===== src/rtl/bptc_pkg.sv =====
// shared types, constants and helpers for the barometric compensation block
`default_nettype none

package bptc_pkg;

	localparam int unsigned RAW_W      = 24;
	localparam int unsigned CAL_W      = 16;
	localparam int unsigned NUM_CAL    = 6;
	localparam int unsigned CIDX_W     = 3;
	localparam int unsigned STAT_W     = 2;
	localparam int unsigned OUT_T_W    = 15;
	localparam int unsigned OUT_P_W    = 17;

	localparam int unsigned MUL_W      = 26;
	localparam int unsigned PROD_W     = 2 * MUL_W;
	localparam int unsigned DT_W       = RAW_W + 1;
	localparam int unsigned TEMP_W     = 20;
	localparam int unsigned ACC_W      = 44;
	localparam int unsigned WIDE_W     = 63;
	localparam int unsigned PRES_W     = 28;
	localparam int unsigned SENS_SPLIT = 19;

	localparam int unsigned SH_C5   = 8;
	localparam int unsigned SH_C2   = 16;
	localparam int unsigned SH_C1   = 15;
	localparam int unsigned SH_TEMP = 23;
	localparam int unsigned SH_OFF  = 7;
	localparam int unsigned SH_SENS = 8;
	localparam int unsigned SH_T2   = 31;
	localparam int unsigned SH_P    = 21;
	localparam int unsigned SH_OUT  = 15;

	localparam int unsigned CAL_PSENS  = 0;
	localparam int unsigned CAL_POFF   = 1;
	localparam int unsigned CAL_TCS    = 2;
	localparam int unsigned CAL_TCO    = 3;
	localparam int unsigned CAL_TREF   = 4;
	localparam int unsigned CAL_TSLOPE = 5;

	localparam logic signed [TEMP_W-1:0] TEMP_REF = TEMP_W'(2000);
	localparam logic signed [TEMP_W-1:0] TEMP_LOW = TEMP_W'(-1500);
	localparam logic signed [TEMP_W-1:0] TEMP_MIN = TEMP_W'(-4000);
	localparam logic signed [TEMP_W-1:0] TEMP_MAX = TEMP_W'(8500);
	localparam logic signed [PRES_W-1:0] PRES_MIN = PRES_W'(1000);
	localparam logic signed [PRES_W-1:0] PRES_MAX = PRES_W'(120000);

	typedef logic [CAL_W-1:0] cal_word_t;
	typedef cal_word_t [NUM_CAL-1:0] cal_set_t;

	typedef enum logic [STAT_W-1:0] {
		STAT_OK    = 2'd0,
		STAT_ZERO  = 2'd1,
		STAT_RANGE = 2'd2
	} status_t;

	typedef enum logic [4:0] {
		ST_IDLE,
		ST_DT,
		ST_MT,
		ST_MO,
		ST_MS,
		ST_MD,
		ST_MA,
		ST_MB,
		ST_CORR,
		ST_APPLY,
		ST_PL,
		ST_PH,
		ST_PX,
		ST_PY,
		ST_PZ,
		ST_FIN,
		ST_CHK,
		ST_DONE
	} step_t;

	typedef struct packed {
		step_t step;
		logic  ready;
		logic  accept;
	} ctl_t;

	// signed division by 2^k, truncating toward zero
	function automatic logic signed [63:0] div_pow2(input logic signed [63:0] v,
			input int unsigned k);
		logic signed [63:0] bias;
		bias = v[63] ? ((64'sd1 <<< k) - 64'sd1) : 64'sd0;
		return (v + bias) >>> k;
	endfunction

endpackage

`default_nettype wire


===== src/rtl/bptc_seq.sv =====
// step sequencer of the compensation block
`default_nettype none

module bptc_seq (
	input  wire logic          clk,
	input  wire logic          arst_n,
	input  wire logic          start,
	input  wire logic          zero,
	input  wire logic          out_free,
	output bptc_pkg::ctl_t     ctl
);

	bptc_pkg::step_t step_q;
	bptc_pkg::step_t step_d;

	always_ff @(posedge clk or negedge arst_n) begin
		if (!arst_n) begin
			step_q <= bptc_pkg::ST_IDLE;
		end else begin
			step_q <= step_d;
		end
	end

	always_comb begin
		ctl.step   = step_q;
		ctl.ready  = (step_q == bptc_pkg::ST_IDLE);
		ctl.accept = ctl.ready && start;
		case (step_q)
			bptc_pkg::ST_IDLE: begin
				if (start) begin
					step_d = zero ? bptc_pkg::ST_DONE : bptc_pkg::ST_DT;
				end else begin
					step_d = bptc_pkg::ST_IDLE;
				end
			end
			bptc_pkg::ST_DT:    step_d = bptc_pkg::ST_MT;
			bptc_pkg::ST_MT:    step_d = bptc_pkg::ST_MO;
			bptc_pkg::ST_MO:    step_d = bptc_pkg::ST_MS;
			bptc_pkg::ST_MS:    step_d = bptc_pkg::ST_MD;
			bptc_pkg::ST_MD:    step_d = bptc_pkg::ST_MA;
			bptc_pkg::ST_MA:    step_d = bptc_pkg::ST_MB;
			bptc_pkg::ST_MB:    step_d = bptc_pkg::ST_CORR;
			bptc_pkg::ST_CORR:  step_d = bptc_pkg::ST_APPLY;
			bptc_pkg::ST_APPLY: step_d = bptc_pkg::ST_PL;
			bptc_pkg::ST_PL:    step_d = bptc_pkg::ST_PH;
			bptc_pkg::ST_PH:    step_d = bptc_pkg::ST_PX;
			bptc_pkg::ST_PX:    step_d = bptc_pkg::ST_PY;
			bptc_pkg::ST_PY:    step_d = bptc_pkg::ST_PZ;
			bptc_pkg::ST_PZ:    step_d = bptc_pkg::ST_FIN;
			bptc_pkg::ST_FIN:   step_d = bptc_pkg::ST_CHK;
			bptc_pkg::ST_CHK:   step_d = bptc_pkg::ST_DONE;
			bptc_pkg::ST_DONE: begin
				step_d = out_free ? bptc_pkg::ST_IDLE : bptc_pkg::ST_DONE;
			end
			default:            step_d = bptc_pkg::ST_IDLE;
		endcase
	end

	a_nonzero_starts: assert property (@(posedge clk) disable iff (!arst_n)
		(ctl.accept && !zero) |=> (step_q == bptc_pkg::ST_DT))
		else $error("nonzero request did not start the computation");

	a_zero_skips: assert property (@(posedge clk) disable iff (!arst_n)
		(ctl.accept && zero) |=> (step_q == bptc_pkg::ST_DONE))
		else $error("zero request did not go straight to the result");

	a_done_waits: assert property (@(posedge clk) disable iff (!arst_n)
		(step_q == bptc_pkg::ST_DONE && !out_free) |=> (step_q == bptc_pkg::ST_DONE))
		else $error("result step left while output register full");

endmodule

`default_nettype wire


===== config.mk =====
export PLATFORM = sky130hd
export DESIGN_NAME = bptc_seq
export DESIGN_NICKNAME = d
export VERILOG_FILES = /design/src/rtl/bptc_pkg.sv /design/src/rtl/bptc_seq.sv
export SDC_FILE = /design/constraint.sdc
export NUM_CORES = 1
export LEC_CHECK = 0
export ABC_CLOCK_PERIOD_IN_PS = 1200
export BUFFER_PORTS_ARGS = -buffer_cell sky130_fd_sc_hd__buf_2
export CAP_MARGIN = 20
export CORE_AREA = 5 5 42 44
export DETAILED_ROUTE_END_ITERATION = 8
export DIE_AREA = 0 0 47 49
export HOLD_SLACK_MARGIN = 0.15
export PLACE_DENSITY = 0.41
export SLEW_MARGIN = 30
export SYNTH_ARGS = -nofsm -noshare
export SYNTH_HDL_FRONTEND = slang
export SYNTH_SLANG_ARGS = --single-unit

===== constraint.sdc =====
create_clock -name clk -period 1.2 [get_ports clk]
set_input_delay 0.12 -clock clk [delete_from_list [all_inputs] [get_ports clk]]
set_output_delay 0.12 -clock clk [all_outputs]
set_load 0.01 [all_outputs]

Word-level counts from Yosys, hierarchy flattened
Cells that the tools add are included.
{"block": "word_totals", "reg_bits": 5, "word_cells": 24, "inputBits": 5, "out_inout_bits": 7}
{"block": "classes", "n_mux": 4, "n_eq_ne": 17, "n_reduce_logical": 2}
{"cell": "$pmux W5 S18", "count": 1}
{"cell": "$eq A5 B4 Y1 const B", "count": 8}
{"cell": "$eq A5 B3 Y1 const B", "count": 4}
{"cell": "$mux W5", "count": 3}
{"cell": "$eq A5 B2 Y1 const B", "count": 2}
{"cell": "$eq A5 B5 Y1 const B", "count": 2}
{"cell": "$eq A5 B1 Y1 const B", "count": 1}
{"cell": "$logic_not A5 Y1", "count": 1}
{"cell": "$logic_and A1 B1 Y1", "count": 1}

Logic depth before layout (Yosys ltp)
Gate-level depths: netlist of run 1.
{"block": "logic_depth", "ltp_word": 3, "ltp_mapped": 3, "ltp_nobuf": 3}

Worst setup path after synthesis of run 1
No wires, ideal clock.
{"block": "synth_timing", "kind": "register to output", "start": "register step_q[1]", "end": "output port ctl[0] (netlist bit)", "n_path_buf": 0, "setup_slack_ns": 0.145, "arrival_time_ns": 0.935, "required_ns": 1.080, "path_stages_with_launch": 3, "cell_sequence": "dfrtp_1 nor3_2 and3_2"}
{"element": "start: declaration", "line": "bptc_seq.sv:13", "text": "bptc_pkg::step_t step_q;"}
{"element": "start signal: assignment", "line": "bptc_seq.sv:18", "text": "step_q <= bptc_pkg::ST_IDLE;"}
{"element": "start signal: assignment", "line": "bptc_seq.sv:20", "text": "step_q <= step_d;"}
{"element": "end: declaration", "line": "bptc_seq.sv:10", "text": "output bptc_pkg::ctl_t ctl"}

==> results of run 1 <==
cell usage in the layout, fill, tap and decap left out, drive strengths merged:
cell         instances
inv                  1
nand3                2
o41ai                1
nand4                1
dlygate4sd3          2
xnor2                2
nor3                 1
and3                 1
clkbuf               4
nand2                3
dfrtp                5
nor2                 4
buf                 18
and2                 1
xor2                 1
o311ai               1
area by class of cell:
class                           instances  area (um2)  area share
Sequential cell                         5         126       0.274
Multi-Input combinational cell         18         135       0.293
Inverter                                1        3.75     0.00813
Tap cell                               16        20.0      0.0434
Clock buffer                            4        26.3      0.0569
Timing Repair Buffer                   20         150       0.325
how the worst max path moves through the flow:
stage,slack (ps),to,start
after floorplan,150,ctl[0],step_q[1]
after global placement,120,ctl[0],step_q[2]
after detailed placement,70,ctl[0],step_q[2]
after CTS,-90,ctl[0],step_q[1]
after global routing,-150,ctl[0],step_q[1]
final,-90,ctl[0],step_q[1]
worst max-delay path, delay by kind of cell (launching register included):
| family | cells | cell delay [ps] |
|---|---|---|
| and+or+nand+nor | 2 | 430 |
| buffers and inverters | 1 | 90 |
| DFF | 1 | 410 |
per-stage QoR:
step	std cells	setup WS (ps)	hold WS (ps)	total power (W)
2_1_floorplan	24	145	-176	0.000644
3_3_place_gp	54	120	-57.0	0.000879
6_report	64	-92.9	191	0.00130
5_1_grt	64	-152	208	0.00140
3_5_place_dp	54	67.2	-56.8	0.000886
4_1_cts	63	-92.1	175	0.00124
timing repair:
item	CTS	global route
hold buffers	2	0
setup buffers	3	1
cloned	0	0
resized for setup	6	3
endpoints found under the setup margin	2	3
endpoints found under the hold margin	6	0
pin swaps	2	0
synth_stat cells:
library cell,count
and3_2,1
nand4_1,1
nor2_1,4
nand3_1,1
nand3_2,1
o311ai_1,1
o41ai_1,1
inv_1,1
xnor2_1,2
nand2_1,3
and2_2,1
nor3_2,1
xor2_1,1
dfrtp_1,5
power groups by stage:
stage / combinational (W) / clock, W / sequential, W
finish: 0.000765 / 0.000190 / 0.000341
detailed placement: 0.000549 / 0 / 0.000337
CTS: 0.000701 / 0.000201 / 0.000342
global route: 0.000834 / 0.000216 / 0.000354
floorplan: 0.000236 / 0 / 0.000408
global placement: 0.000549 / 0 / 0.000330
routing by layer:
| layer | wire [um] | up-vias | GRT usage |
|---|---|---|---|
| met3 | 75 | 0 | 0.0221 |
| met2 | 365 | 9 | 0.113 |
| met5 | 0 | - | 0 |
| met1 | 282 | 126 | 0.0737 |
| li1 | - | 133 | - |
| met4 | 0 | 0 | 0.0691 |
kinds of logic (layout without fill, tap and decap cells):
| logic type | count (synthesis) | after routing | share of synthesized area |
|---|---|---|---|
| and+or+nand+nor | 13 | 13 | 0.296 |
| DFF | 5 | 5 | 0.510 |
| xor gates and xnor gates | 3 | 3 | 0.107 |
| AOI/OAI and AO/OA | 2 | 2 | 0.0714 |
| buffers and inverters | 1 | 25 | 0.0153 |
==> impl_metrics.json, run 1 <==
{
  "clockBufferDepth": 2,
  "r2r-start": "step_q[1]",
  "place_area_um2": 343,
  "drt_iter0_drc": 4,
  "start_kind": "flip-flop",
  "cts_buffers": 3,
  "initial_utilization": 0.175,
  "max_stage_delay_ps": 410,
  "antenna_cells": 0,
  "firstDrtPassIters": 2,
  "dieArea_mm2": 0.00230,
  "cp_max_fo": 3,
  "tns_ps": -246,
  "htreeDepth": 1,
  "wl_per_cell_um": 11.3,
  "drt-total-wl_um": 722,
  "hp-start": "zero",
  "core_area_mm2": 0.00140,
  "p_comb_frac": 0.590,
  "viasPerCell": 4.19,
  "drv_slew": 0,
  "place_congestion": 0.800,
  "clockPowerShare": 0.147,
  "hpwl_um": 536,
  "grt_pass1_wl_um": 1160,
  "seq_power_share": 0.263,
  "worstSetupPathType": "reg2out",
  "power_switching_w": 0.000497,
  "synth.ff_latch_count": 5,
  "grt-ovfl-total": 0,
  "die_w_um": 47,
  "finalWorstSetupSlack_ps": -92.9,
  "ys_warn_count": 0,
  "top_register": "step_q",
  "grt_pass1_vias": 280,
  "rsz0062_at_grt": "true",
  "holdCritPathClass": "in2reg",
  "drc": 0,
  "synth_nets": 29,
  "yosysTopAreaCell": "dfrtp_1",
  "syn_to_final_growth_pct": 88.3,
  "rows": 14,
  "largest_reg_flops": 5,
  "largestRegisters": "step_q x5",
  "synth.area.top_cells": "dfrtp_1 (51%), xnor2_1 (7.1%), nor2_1 (6.1%), nand2_1 (4.6%), nand3_2 (4.1%)",
  "crit_required_ps": 1080,
  "reg2regPathDepth": 4,
  "postRouteAntennaNets": 0,
  "cts.sinks": 5,
  "cellLeakagePower_nw": 0.224,
  "final_nets": 54,
  "cp_slowest_cell": "dfrtp_1",
  "ys_types": 14,
  "switching_share": 0.384,
  "slew_headroom": 0.817,
  "end_kind": "output pin",
  "portBuffers": 11,
  "cts_tree": "yes",
  "antenna_found_initial": 0,
  "avgSynthCellArea_um2": 10.2,
  "num_vias": 268,
  "grt_max_degree": 7,
  "fin_skew_ps": 3.37,
  "clkLatencyLatePin_ps": 240,
  "yosysTopAreaCellShare": 0.510,
  "clk_pin_slew_ps": 40,
  "cap_violations": 0,
  "worstMarginPinSlew_ps": 270,
  "period_share": 1.08,
  "netlist_area_um2": 245,
  "cts-root-buf": "clkbuf_4",
  "synth_seq_area_share": 0.510,
  "die_h_um": 49,
  "setup_viol": 4,
  "n_fill_cell": 153,
  "finalHoldViolations": 0,
  "r2r-end": "step_q[0]",
  "hold_path_depth": 3,
  "crit_chain": "nor3_4, and3_4, buf_6",
  "outcome": "finished with violations",
  "fmax_mhz": 773,
  "reg2reg_setup_slack_ps": -30,
  "ir_drop_uv": 678,
  "fin_crit_ps": 1290,
  "design_area_um2": 462,
  "ios": 12,
  "drive_above_1_share": 0.563,
  "p_int_w": 0.000799,
  "arrival_ps": 1170,
  "netlist_instances": 24,
  "final_core_util": 0.329,
  "power_density_mw_per_mm2": 2810,
  "grt_use_total": 0.0736,
  "min_to": "step_q[4]",
  "violations": "negative setup slack"
}
Note: power is estimated with default switching activity, not from simulation.
==> run 2: changes to the inputs <==
CELL_PAD_IN_SITES_DETAIL_PLACEMENT = 1   (was unset)
CELL_PAD_IN_SITES_GLOBAL_PLACEMENT = 1   (was unset)
PLACE_DENSITY = 0.51   (was 0.41)
==> impl_metrics.json, run 2 (same netlist as run 1, synthesis figures left out) <==
{
  "outcome": "finished with violations",
  "violations": "negative setup slack",
  "use_met1": 0.0692,
  "power_density_mw_per_mm2": 2940,
  "drc": 0,
  "hpwl_um": 613,
  "cts_tree": "yes",
  "crit_chain": "nor3_4, and3_4, buf_6",
  "drt_iter0_drc": 0,
  "clk_pin_slew_ps": 40,
  "worstSetupPathType": "reg2out",
  "tns_ps": -179,
  "gr-usage-met3": 0.0406,
  "fin_crit_ps": 1300,
  "setup_viol": 2,
  "min_to": "step_q[4]",
  "hp-start": "zero",
  "reg2reg_setup_slack_ps": 0,
  "final_cell_mix": "buf_2 (9), buf_4 (5), buf_6 (4)",
  "max_stage_delay_ps": 430,
  "place_area_um2": 343,
  "grt_max_degree": 7,
  "slew_headroom": 0.804,
  "n_fill_cell": 172,
  "r2r-start": "step_q[1]",
  "ios": 12,
  "clkLatencyLatePin_ps": 230,
  "cap_violations": 0,
  "core_area_mm2": 0.00140,
  "initial_utilization": 0.175,
  "fin_skew_ps": 2.00,
  "crit_required_ps": 1080,
  "grt_use_total": 0.0807,
  "htreeDepth": 1,
  "place_congestion": 0.782,
  "grtUsageMet2": 0.138,
  "finalWorstSetupSlack_ps": -102,
  "largest_reg_flops": 5,
  "cts-root-buf": "clkbuf_4",
  "reg2regPathDepth": 3,
  "final_nets": 53,
  "rsz0062_at_grt": "true",
  "cts.sinks": 5,
  "grt_busiest_layer": "met2",
  "grt-ovfl-total": 0,
  "layout_commonest_cell": "buf_2",
  "num_vias": 275,
  "cp_max_fo": 3,
  "ir_drop_uv": 921,
  "rows": 14,
  "crit_family": "flip-flops",
  "final_core_util": 0.336,
  "finalPower_w": 0.00138,
  "viasPerCell": 4.37,
  "top_register": "step_q",
  "firstDrtPassIters": 1,
  "design_area_um2": 470,
  "dieArea_mm2": 0.00230,
  "cellLeakagePower_nw": 0.222,
  "grt_pass1_vias": 312,
  "antenna_cells": 0,
  "drive_above_1_share": 0.681,
  "cts_buffers": 3,
  "die_w_um": 47,
  "drv_slew": 0,
  "start_kind": "flip-flop",
  "wl_per_cell_um": 14.3,
  "cp_slowest_cell": "dfrtp_2",
  "period_share": 1.08,
  "die_h_um": 49,
  "largestRegisters": "step_q x5",
  "holdCritPathClass": "in2reg",
  "syn_to_final_growth_pct": 91.8,
  "fmax_mhz": 768,
  "r2r-end": "step_q[0]",
  "grt_pass1_wl_um": 1310,
  "hold_path_depth": 3,
  "place_worst_setup_slack_ps": 83.5,
  "drt-total-wl_um": 903,
  "antenna_found_initial": 0,
  "finalHoldViolations": 0,
  "portBuffers": 11,
  "critPathBufInv": 1,
  "postRouteAntennaNets": 0,
  "clockBufferDepth": 2,
  "arrival_ps": 1180,
  "end_kind": "output pin",
  "worstMarginPinSlew_ps": 291
}
-- run 2: worst max path at each step --
stage | start | to | slack (ps) | cells past startpoint
floorplan | step_q[1] | ctl[0] | 150 | 2
global placement | step_q[1] | ctl[0] | 130 | 3
detailed placement | step_q[1] | ctl[0] | 80 | 3
CTS | step_q[2] | ctl[0] | -90 | 3
global route | step_q[3] | ctl[0] | -140 | 3
finish | step_q[1] | ctl[0] | -100 | 3
-- run 2: worst min-delay path, stage by stage --
cell and delay [ps]:
buf_2 80, nand4_1 100, o311ai_2 80
-- run 2: cell type report --
type                    count  area (um2)  area share
flip-flops and latches      5         129       0.274
multi-input cells          18         154       0.327
well taps                  16        20.0      0.0426
repair buffers             19         138       0.293
clock buffers               4        26.3      0.0559
inverters                   1        3.75     0.00798
-- run 2: per-stage QoR --
step	std cells	hold slack (ps)
after global placement	54	-61.1
after CTS	63	152
after floorplan	24	-176
after detailed placement	54	-56.2
final	63	195
after global routing	63	187
-- run 2: repair_timing --
| item | 4_1_cts | 5_1_grt |
|---|---|---|
| endpoints found under the setup margin | 2 | 5 |
| endpoints found under the hold margin | 5 | 0 |
| pin swaps | 1 | 3 |
| gates resized for setup | 5 | 9 |
| buffers inserted | 4 | 1 |
| hold buffers | 1 | 0 |
-- run 2: layer usage --
metal  wire length [um]  vias to the layer above  part of all wire
met4                 29                        0             0.032
li1                   -                      129                 -
met3                 84                        2             0.093
met1                287                      134              0.32
met2                502                       10              0.56
met5                  0                        -                 0
-- run 2: report_power, final --
part / switching (W) / total [W] / internal [W] / leakage, nW
sequential: 0.000130 / 0.000394 / 0.000264 / 0.0588
combinational: 0.000383 / 0.000806 / 0.000423 / 0.148
clock: 0.0000600 / 0.000185 / 0.000125 / 0.0150
total: 0.000573 / 0.00138 / 0.000812 / 0.222
==> run 3: changes to the inputs <==
BUFFER_PORTS_ARGS = unset   (was -buffer_cell sky130_fd_sc_hd__buf_2)
CELL_PAD_IN_SITES_DETAIL_PLACEMENT = unset   (was 1)
CELL_PAD_IN_SITES_GLOBAL_PLACEMENT = unset   (was 1)
CTS_CLUSTER_DIAMETER = 150   (was unset)
DONT_BUFFER_PORTS = 1   (was unset)
PLACE_DENSITY = 0.33   (was 0.51)
==> impl_metrics.json, run 3 (same netlist as run 1, synthesis figures left out) <==
{
  "outcome": "finished with violations",
  "violations": "negative setup slack",
  "start_kind": "flip-flop",
  "seq_power_share": 0.345,
  "worstMarginPinSlew_ps": 263,
  "viasPerCell": 4.19,
  "grt_pass1_vias": 228,
  "largestRegisters": "step_q x5",
  "period_share": 1.01,
  "postRouteAntennaNets": 0,
  "clk_pin_slew_ps": 40,
  "cts-root-buf": "clkbuf_4",
  "holdCritPathClass": "in2async",
  "firstDrtPassIters": 2,
  "die_h_um": 49,
  "power_switching_w": 0.000457,
  "drc": 0,
  "r2r-start": "step_q[1]",
  "r2r-end": "step_q[2]",
  "arrival_ps": 1090,
  "end_kind": "output pin",
  "crit_required_ps": 1080,
  "final_core_util": 0.280,
  "rows": 14,
  "cellLeakagePower_nw": 0.168,
  "slew_headroom": 0.822,
  "grt_max_degree": 6,
  "ir_drop_uv": 1210,
  "drt_iter0_drc": 5,
  "fmax_mhz": 825,
  "fin_cells": 54,
  "initial_utilization": 0.175,
  "layout_commonest_cell": "buf_4",
  "drv_slew": 0,
  "hpwl_um": 509,
  "cts_buffers": 3,
  "drt-total-wl_um": 662,
  "antenna_cells": 0,
  "dieArea_mm2": 0.00230,
  "fin_skew_ps": 4.66,
  "core_area_mm2": 0.00140,
  "critPathBufInv": 0,
  "syn_to_final_growth_pct": 60.2,
  "crit_family": "simple AND/OR/NAND/NOR gates",
  "htreeDepth": 1,
  "finalHoldViolations": 0,
  "dp.cells": 44,
  "cap_violations": 0,
  "top_register": "step_q",
  "ios": 12,
  "max_stage_delay_ps": 420,
  "clockPowerShare": 0.171,
  "grt-ovfl-total": 0,
  "portBuffers": 0,
  "p_int_w": 0.000662,
  "cts.sinks": 5,
  "grt_pass1_wl_um": 1040,
  "drive_above_1_share": 0.447,
  "clockBufferDepth": 2,
  "fin_crit_ps": 1210,
  "grt_use_total": 0.0687,
  "cp_max_fo": 3,
  "tns_ps": -11.5,
  "reg2reg_setup_slack_ps": 100,
  "rsz0062_at_grt": "true",
  "final_nets": 44,
  "antenna_found_initial": 0,
  "clkLatencyLatePin_ps": 240,
  "crit_chain": "nor3_4, and3_4",
  "place_congestion": 0.710,
  "setup_viol": 1,
  "power_density_mw_per_mm2": 2850,
  "reg2regPathDepth": 5,
  "die_w_um": 47,
  "finalPower_w": 0.00112,
  "whs_ps": 162,
  "switching_share": 0.408,
  "p_comb_frac": 0.484,
  "wl_per_cell_um": 12.3,
  "cts_tree": "yes",
  "worstSetupPathType": "reg2out",
  "finalWorstSetupSlack_ps": -11.5,
  "final_cell_mix": "buf_4 (6), dlygate4sd3_1 (4)",
  "num_vias": 226,
  "largest_reg_flops": 5,
  "cp_slowest_cell": "dfrtp_2"
}
## run 3: cell type report
cell class                      instances  area, um2
Clock buffer                            4       26.3
Timing Repair Buffer                   10       85.1
Fill cell                             157       1010
Sequential cell                         5        129
Inverter                                1       3.75
Tap cell                               16       20.0
Multi-Input combinational cell         18        129
## run 3: timing repair
| action | in CTS | in global routing |
|---|---|---|
| hold buffers | 4 | 0 |
| gates resized for setup | 4 | 2 |
| endpoints found under the hold margin | 7 | 0 |
| setup endpoints to repair | 2 | 3 |
| buffers inserted | 1 | 1 |
| pin swaps | 2 | 2 |
## run 3: per-stage QoR
stage	setup WS [ps]	area, um2
floorplan	145	245
global placement	189	295
detailed placement	156	295
CTS	-60.5	383
global route	-80.2	393
finish	-11.5	393
## run 3: worst max-delay path by stage
| stage | from | to | slack, ps | cells after the start |
|---|---|---|---|---|
| after floorplan | step_q[1] | ctl[0] | 150 | 2 |
| after CTS | step_q[3] | ctl[0] | -60 | 2 |
| final | step_q[1] | ctl[0] | -10 | 2 |
| after global placement | step_q[1] | ctl[0] | 190 | 2 |
| after global routing | step_q[1] | ctl[0] | -80 | 2 |
| after detailed placement | step_q[1] | ctl[0] | 160 | 2 |
## run 3: power groups by stage
| stage | logic [W] | registers (W) | clock network (W) |
|---|---|---|---|
| floorplan | 0.000236 | 0.000408 | 0 |
| global placement | 0.000466 | 0.000357 | 0 |
| detailed placement | 0.000465 | 0.000359 | 0 |
| CTS | 0.000527 | 0.000385 | 0.000196 |
| global route | 0.000603 | 0.000403 | 0.000208 |
| finish | 0.000542 | 0.000385 | 0.000191 |
## run 3: routing by layer
layer / global-route usage / wire, um
met1: 0.0673 / 252
met2: 0.0905 / 317
met3: 0.0664 / 93
met4: 0.0415 / 0
met5: 0 / 0
